### src/sv/rational_arithmetic_unit_defines.svh
// assertion macros for the rational arithmetic unit
`ifndef RATIONAL_ARITHMETIC_UNIT_DEFINES_SVH
`define RATIONAL_ARITHMETIC_UNIT_DEFINES_SVH
// a condition implies a consequence on the same edge
`define RAU_ASSERT_IMPL(label, cond, cons) \
   label: assert property (@(posedge clock) disable iff (reset) (cond) |-> (cons)) \
      else $error("rau check failed");
// a condition implies a consequence on the next edge
`define RAU_ASSERT_NEXT(label, cond, cons) \
   label: assert property (@(posedge clock) disable iff (reset) (cond) |=> (cons)) \
      else $error("rau check failed");
`endif

### src/sv/rau_pkg.sv
// shared types and codes for the rational arithmetic unit
package rau_pkg;
   localparam logic [2:0] OP_ADD = 3'd0;
   localparam logic [2:0] OP_SUB = 3'd1;
   localparam logic [2:0] OP_MUL = 3'd2;
   localparam logic [2:0] OP_DIV = 3'd3;
   localparam logic [2:0] OP_GT  = 3'd4;
   localparam logic [2:0] OP_LT  = 3'd5;

   typedef enum logic [3:0] {
      ST_IDLE, ST_SIGN, ST_MUL, ST_GCD1, ST_LCM, ST_TERMS, ST_COMB,
      ST_GCD2, ST_RED, ST_CHECK, ST_OUT
   } state_type;

   // divider command and status
   typedef struct packed {
      logic start;
   } div_ctl_type;

   typedef struct packed {
      logic busy;
      logic done;
   } div_sts_type;
endpackage

### src/sv/rau_divider.sv
// restoring radix-2 unsigned divider, one quotient bit per cycle
module rau_divider #(
   parameter int W = 64
) (
   input  logic                  clock,
   input  logic                  reset,
   input  rau_pkg::div_ctl_type  ctl,
   input  logic [W-1:0]          dividend,
   input  logic [W-1:0]          divisor,
   output rau_pkg::div_sts_type  sts,
   output logic [W-1:0]          quotient,
   output logic [W-1:0]          remainder
);
   import rau_pkg::*;
   localparam int CW = $clog2(W + 1);

   logic [W-1:0] q_ff, q_in, r_ff, r_in, d_ff, d_in;
   logic [CW-1:0] cnt_ff, cnt_in;
   logic busy_ff, busy_in, done_ff, done_in;
   logic [W:0] trial;

   always_comb begin
      q_in = q_ff; r_in = r_ff; d_in = d_ff; cnt_in = cnt_ff;
      busy_in = busy_ff; done_in = 1'b0;
      trial = {r_ff, q_ff[W-1]} - {1'b0, d_ff};
      if (ctl.start) begin
         q_in = dividend; r_in = '0; d_in = divisor;
         cnt_in = CW'(W); busy_in = 1'b1;
      end else if (busy_ff) begin
         if (!trial[W]) begin
            r_in = trial[W-1:0];
            q_in = {q_ff[W-2:0], 1'b1};
         end else begin
            r_in = {r_ff[W-2:0], q_ff[W-1]};
            q_in = {q_ff[W-2:0], 1'b0};
         end
         cnt_in = cnt_ff - CW'(1);
         if (cnt_ff == CW'(1)) begin
            busy_in = 1'b0; done_in = 1'b1;
         end
      end
   end

   always_ff @(posedge clock) begin
      q_ff <= q_in; r_ff <= r_in; d_ff <= d_in;
      if (reset) begin
         busy_ff <= 1'b0; done_ff <= 1'b0; cnt_ff <= '0;
      end else begin
         busy_ff <= busy_in; done_ff <= done_in; cnt_ff <= cnt_in;
      end
   end

   assign sts.busy = busy_ff;
   assign sts.done = done_ff;
   assign quotient = q_ff;
   assign remainder = r_ff;
endmodule

### config.mk
export PLATFORM = sky130hd
export DESIGN_NAME = rau_divider
export DESIGN_NICKNAME = d
export VERILOG_FILES = /design/src/sv/rational_arithmetic_unit_defines.svh /design/src/sv/rau_pkg.sv /design/src/sv/rau_divider.sv
export SDC_FILE = /design/constraint.sdc
export NUM_CORES = 1
export LEC_CHECK = 0
export ABC_AREA = 1
export BUFFER_PORTS_ARGS = -buffer_cell sky130_fd_sc_hd__buf_2
export CAP_MARGIN = 30
export CORE_MARGIN = 5
export CORE_UTILIZATION = 45
export CTS_BUF_LIST = sky130_fd_sc_hd__clkbuf_2
export CTS_CLUSTER_DIAMETER = 50
export DETAILED_ROUTE_END_ITERATION = 16
export PLACE_DENSITY = 0.67
export SLEW_MARGIN = 30
export SYNTH_ARGS = -nofsm -noshare
export SYNTH_HDL_FRONTEND = slang
export SYNTH_SLANG_ARGS = --single-unit
### constraint.sdc
create_clock -name clock -period 4.3 [get_ports clock]
set_input_delay 0.86 -clock clock [delete_from_list [all_inputs] [get_ports clock]]
set_output_delay 0.86 -clock clock [all_outputs]
set_load 0.1 [all_outputs]
==> run_summary.xml <==
<?xml version="1.0" encoding="UTF-8"?>
<metrics>
  <group name="global_route">
    <metric name="antenna_found_initial" unit="">1</metric>
    <metric name="grt_pass1_vias" unit="">14400</metric>
    <metric name="grt_pass1_wl" unit="mm">74.1</metric>
    <metric name="largest_net_degree_at_the_start_of_global_routing" unit="">67</metric>
    <metric name="groute.usage.overall" unit="%">25.8</metric>
    <metric name="globalRoute.totalOverflow" unit="">0</metric>
  </group>
  <group name="yosys">
    <metric name="synthesis.area_per_instance" unit="sq um">6.26</metric>
    <metric name="seq_area_frac_synth" unit="%">36.7</metric>
    <metric name="async_flop_share" unit="%">0</metric>
    <metric name="synth_top_area_share" unit="%">28.4</metric>
    <metric name="synth.ff_latch_count" unit="">201</metric>
    <metric name="synth_edf_count" unit="">128</metric>
    <metric name="synth_cell_types" unit="">38</metric>
    <metric name="synthesis.instances" unit="">2310</metric>
    <metric name="postSynthNetCount" unit="">2508</metric>
    <metric name="synth.top_cells.by_area" unit="">nand2_1, edfxtp_1, inv_1, dfxtp_1, ha_1</metric>
    <metric name="yosys_warnings" unit="">0</metric>
    <metric name="synth.cell_area" unit="sq um">14500</metric>
    <metric name="synth_area_leader_cell" unit="">nand2_1</metric>
    <metric name="synthFlopType" unit="">edfxtp_1</metric>
  </group>
  <group name="layout">
    <metric name="mostFrequentLayoutCell" unit="">nand2_1</metric>
    <metric name="post_layout_nonfiller_instances" unit="">3099</metric>
    <metric name="final_layout_size_suffix_gt1_share" unit="%">14.6</metric>
    <metric name="register_area" unit="sq um">5310</metric>
    <metric name="design.final.nets" unit="">2845</metric>
    <metric name="n_fill_cell" unit="">3325</metric>
    <metric name="multiInputGateArea" unit="sq um">6990</metric>
    <metric name="syn_to_final_growth" unit="%">19.0</metric>
    <metric name="mostFrequentLayoutCells" unit="">nand2_1, inv_1, buf_2</metric>
  </group>
  <group name="placed_design">
    <metric name="placed_cells" unit="">2935</metric>
    <metric name="dp_hpwl" unit="mm">37.2</metric>
    <metric name="pre_cts_ws" unit="ns">1.07</metric>
    <metric name="place.gp.congestion" unit="">0.997</metric>
    <metric name="buffer_ports.inserted" unit="">260</metric>
  </group>
  <group name="min_path">
    <metric name="min_delay_worst_endpoint" unit="">d_ff[31]$_DFFE_PP_</metric>
    <metric name="hold-path-cell-count" unit="">1</metric>
    <metric name="min_path_type" unit="">in -&gt; reg</metric>
    <metric name="min-delay-start" unit="">divisor[31]</metric>
  </group>
  <group name="floorplan">
    <metric name="num_rows" unit="">65</metric>
    <metric name="die_w" unit="um">189</metric>
    <metric name="initial_core_util" unit="%">45.7</metric>
    <metric name="dieHeight" unit="um">189</metric>
    <metric name="die_footprint" unit="sq um">35800</metric>
    <metric name="design.portCount" unit="">261</metric>
    <metric name="core-area" unit="sq um">31600</metric>
  </group>
  <group name="sta">
    <metric name="final_period_minus_worst_setup_slack" unit="ns">3.31</metric>
    <metric name="relSlewSlack" unit="%">45.5</metric>
    <metric name="timing.final.setup_violations" unit="">0</metric>
    <metric name="tightest_slew" unit="ns">0.818</metric>
    <metric name="maxSlewViolCount" unit="">0</metric>
    <metric name="layout_worst_path_cycle_share" unit="%">77.0</metric>
    <metric name="timing.final.hold_violations" unit="">0</metric>
    <metric name="fmaxAchievable" unit="GHz">0.302</metric>
    <metric name="post-route-worst-setup-slack" unit="ns">0.987</metric>
    <metric name="finClkSkew" unit="ns">0.0869</metric>
    <metric name="totalNegativeSetupSlack" unit="ns">0</metric>
    <metric name="rsz0062_at_grt" unit="">false</metric>
  </group>
  <group name="critical_path">
    <metric name="reg2reg_to" unit="">remainder[32]$_SDFFE_PP0P_</metric>
    <metric name="worst-path-buf-inv" unit="">3</metric>
    <metric name="r2r_cells" unit="">20</metric>
    <metric name="timing.setup.critical_path_class" unit="">reg -&gt; reg</metric>
    <metric name="worst-r2r-setup-slack" unit="ns">0.99</metric>
    <metric name="setup.worst_path.start_class" unit="">register</metric>
    <metric name="critPathRequiredTime" unit="ns">5.12</metric>
    <metric name="critical_path.slowest_cell" unit="">nand2_2</metric>
    <metric name="critical-path-top-cell-by-count" unit="">nand2_2</metric>
    <metric name="r2r_start" unit="">quotient[63]$_DFFE_PP_</metric>
    <metric name="crit_path_end_kind" unit="">register</metric>
    <metric name="cp_slowest_stage_delay" unit="ns">0.53</metric>
    <metric name="critical_path.cell_chain" unit="">inv_1 -&gt; ha_1 -&gt; fa_1 -&gt; inv_1 -&gt; nand2_1 -&gt; nand2_1 -&gt; nand3_1 -&gt; nand2_2 -&gt; nand2_1 -&gt; nand2_2 -&gt; nand2_1 -&gt; nand2_2 -&gt; nand2_2 -&gt; nand2_2 -&gt; nand2_2 -&gt; nand2_2 -&gt; buf_12 -&gt; nand2_1 -&gt; nand3_1 -&gt; nand2_1</metric>
    <metric name="crit_arrival" unit="ns">4.13</metric>
    <metric name="critPathMaxFanout" unit="">33</metric>
    <metric name="crit_family" unit="">simple AND/OR/NAND/NOR gates</metric>
  </group>
  <group name="job">
    <metric name="cap_violations" unit="">0</metric>
  </group>
  <group name="route">
    <metric name="post-route-drc-count" unit="">0</metric>
    <metric name="wl_per_cell" unit="um">15.0</metric>
    <metric name="wl_met1" unit="mm">20.5</metric>
    <metric name="dr.first_iter.drc_count" unit="">840</metric>
    <metric name="routed-wl-met2" unit="mm">21.1</metric>
    <metric name="routed_via_density" unit="">4.69</metric>
    <metric name="top_signal_layer_used" unit="">met4</metric>
    <metric name="postRouteWirelength" unit="mm">46.6</metric>
    <metric name="routed-wl-met3" unit="mm">3.30</metric>
    <metric name="drt_pass1_iterations" unit="">7</metric>
    <metric name="via_count" unit="">14500</metric>
    <metric name="ant_nets" unit="">0</metric>
  </group>
  <group name="power_and_ir_drop">
    <metric name="worst_ir_drop_vdd" unit="mV">0.287</metric>
    <metric name="combPwrFrac" unit="%">23.0</metric>
    <metric name="total_switching_power" unit="mW">1.78</metric>
    <metric name="power.leakage" unit="nW">10.3</metric>
    <metric name="cellInternalPower" unit="mW">2.99</metric>
    <metric name="power.sequential.fraction" unit="%">47.2</metric>
    <metric name="switching_share" unit="%">37.2</metric>
    <metric name="power_frac_clock" unit="%">29.8</metric>
    <metric name="power.density_cell_area" unit="nW/um^2">277</metric>
  </group>
  <group name="clock_tree">
    <metric name="cts_repair_resize_count" unit="">0</metric>
    <metric name="clkSlewWorstSetupHoldPaths" unit="ns">0.09</metric>
    <metric name="cts.repair_timing.setup_buffer_count" unit="">0</metric>
    <metric name="cts_buffer_depth" unit="">3</metric>
    <metric name="worstSkewPairLatency" unit="ns">0.99</metric>
    <metric name="tritoncts_num_sinks" unit="">201</metric>
    <metric name="cts_max_level" unit="">2</metric>
    <metric name="numCtsBuffers" unit="">55</metric>
    <metric name="cts_root_buffer" unit="">clkbuf_2</metric>
    <metric name="tritoncts" unit="">yes</metric>
  </group>
  <group name="outcome">
    <metric name="outcome" unit="">complete, no violations</metric>
  </group>
</metrics>
==> worst max-delay path by stage <==
stage | cells after the start | end | from | slack, ns
after global routing | 20 | remainder[30]$_SDFFE_PP0P_ | quotient[63]$_DFFE_PP_ | 0.66
after global placement | 20 | remainder[8]$_SDFFE_PP0P_ | quotient[63]$_DFFE_PP_ | 1.23
final | 20 | remainder[32]$_SDFFE_PP0P_ | quotient[63]$_DFFE_PP_ | 0.99
after CTS | 20 | remainder[32]$_SDFFE_PP0P_ | quotient[63]$_DFFE_PP_ | 0.98
after floorplan | 19 | quotient[0]$_DFFE_PP_ | quotient[63]$_DFFE_PP_ | 1.11
after detailed placement | 20 | remainder[3]$_SDFFE_PP0P_ | quotient[63]$_DFFE_PP_ | 1.07
==> worst register-to-register path, cell delays in order (launching register included) <==
cell      delay (ns)
edfxtp_1        0.35
inv_1           0.06
ha_1            0.23
fa_1            0.41
inv_1           0.12
nand2_1         0.07
nand2_1         0.06
nand3_1         0.07
nand2_2         0.12
nand2_1         0.08
nand2_2         0.10
nand2_1         0.08
nand2_2         0.10
nand2_2         0.09
nand2_2         0.09
nand2_2         0.10
nand2_2         0.54
buf_12          0.27
nand2_1         0.13
nand3_1         0.07
nand2_1         0.06
==> metrics by stage <==
stage | hold WS [ns] | power (mW) | instance area [sq um] | util, %
2_1_floorplan | 0.442 | 3.10 | 14500 | -
3_3_place_gp | 0.455 | 3.35 | 16100 | 50.9
3_5_place_dp | 0.465 | 3.35 | 16100 | 50.9
4_1_cts | 0.000111 | 4.84 | 17200 | 54.3
5_1_grt | 0.0257 | 5.03 | 17200 | 54.3
6_report | 0.115 | 4.77 | 17200 | 54.3
==> power by group through the flow <==
stage	Combinational (mW)	Clock (mW)	Sequential [mW]
after floorplan	0.348	0	2.75
after global placement	1.05	0	2.29
after detailed placement	1.06	0	2.29
after CTS	1.10	1.49	2.25
after global routing	1.18	1.58	2.27
final	1.10	1.42	2.25
==> area by class of cell <==
class / instances / area share (%)
Clock buffer: 89 / 2.59
Tap cell: 402 / 2.93
Clock inverter: 14 / 0.364
Multi-Input combinational cell: 1551 / 40.7
Timing Repair Buffer: 325 / 11.3
Sequential cell: 201 / 30.9
Antenna cell: 4 / 0.0582
Inverter: 513 / 11.2
==> cells in the mapped netlist (2+ instances only) <==
cell type and number:
inv_2 5, a21oi_1 50, buf_1 2, clkinv_1 6, dfxtp_1 73, a21oi_2 2
inv_1 502, o21ai_1 6, o21ai_0 7, nand2_1 1095, o21bai_1 3, edfxtp_1 128
nand4_1 8, xor2_1 5, xnor2_1 26, buf_4 3, nor3_1 16, buf_6 6
buf_2 6, clkbuf_1 27, nor2_2 7, nand3b_1 8, ha_1 66, nand3_1 120
nand2_2 10, nor2_1 111
==> flip-flops by register name, summed over array words and instances (netlist names) <==
name	count
done_ff	1
remainder	64
d_ff	64
cnt_ff	7
busy_ff	1
quotient	64
==> cell families (layout without fill, tap and decap cells) <==
group / count (synthesis) / in the layout / share of synthesized area (%)
flip-flops: 201 / 201 / 36.7
AND/OR/NAND/NOR: 1383 / 1383 / 38.0
adder cells (fa/ha/maj): 67 / 67 / 5.85
buffers and inverters: 558 / 941 / 15.0
AO/OA/AOI/OAI: 70 / 70 / 2.55
XOR/XNOR: 31 / 31 / 1.88
other: 0 / 4 / 0
==> layer usage <==
layer / vias to the layer above / GRT usage [%]
met4: 0 / 10.3
li1: 7592 / -
met2: 493 / 42.8
met3: 89 / 5.73
met5: - / 0
met1: 6363 / 32.8
==> timing repair <==
item                                   4_1_cts  5_1_grt
hold buffers                                57        0
endpoints found under the hold margin       58        0
setup endpoints to repair                    0        0
No activity file was read; power rests on OpenSTA's default activity.
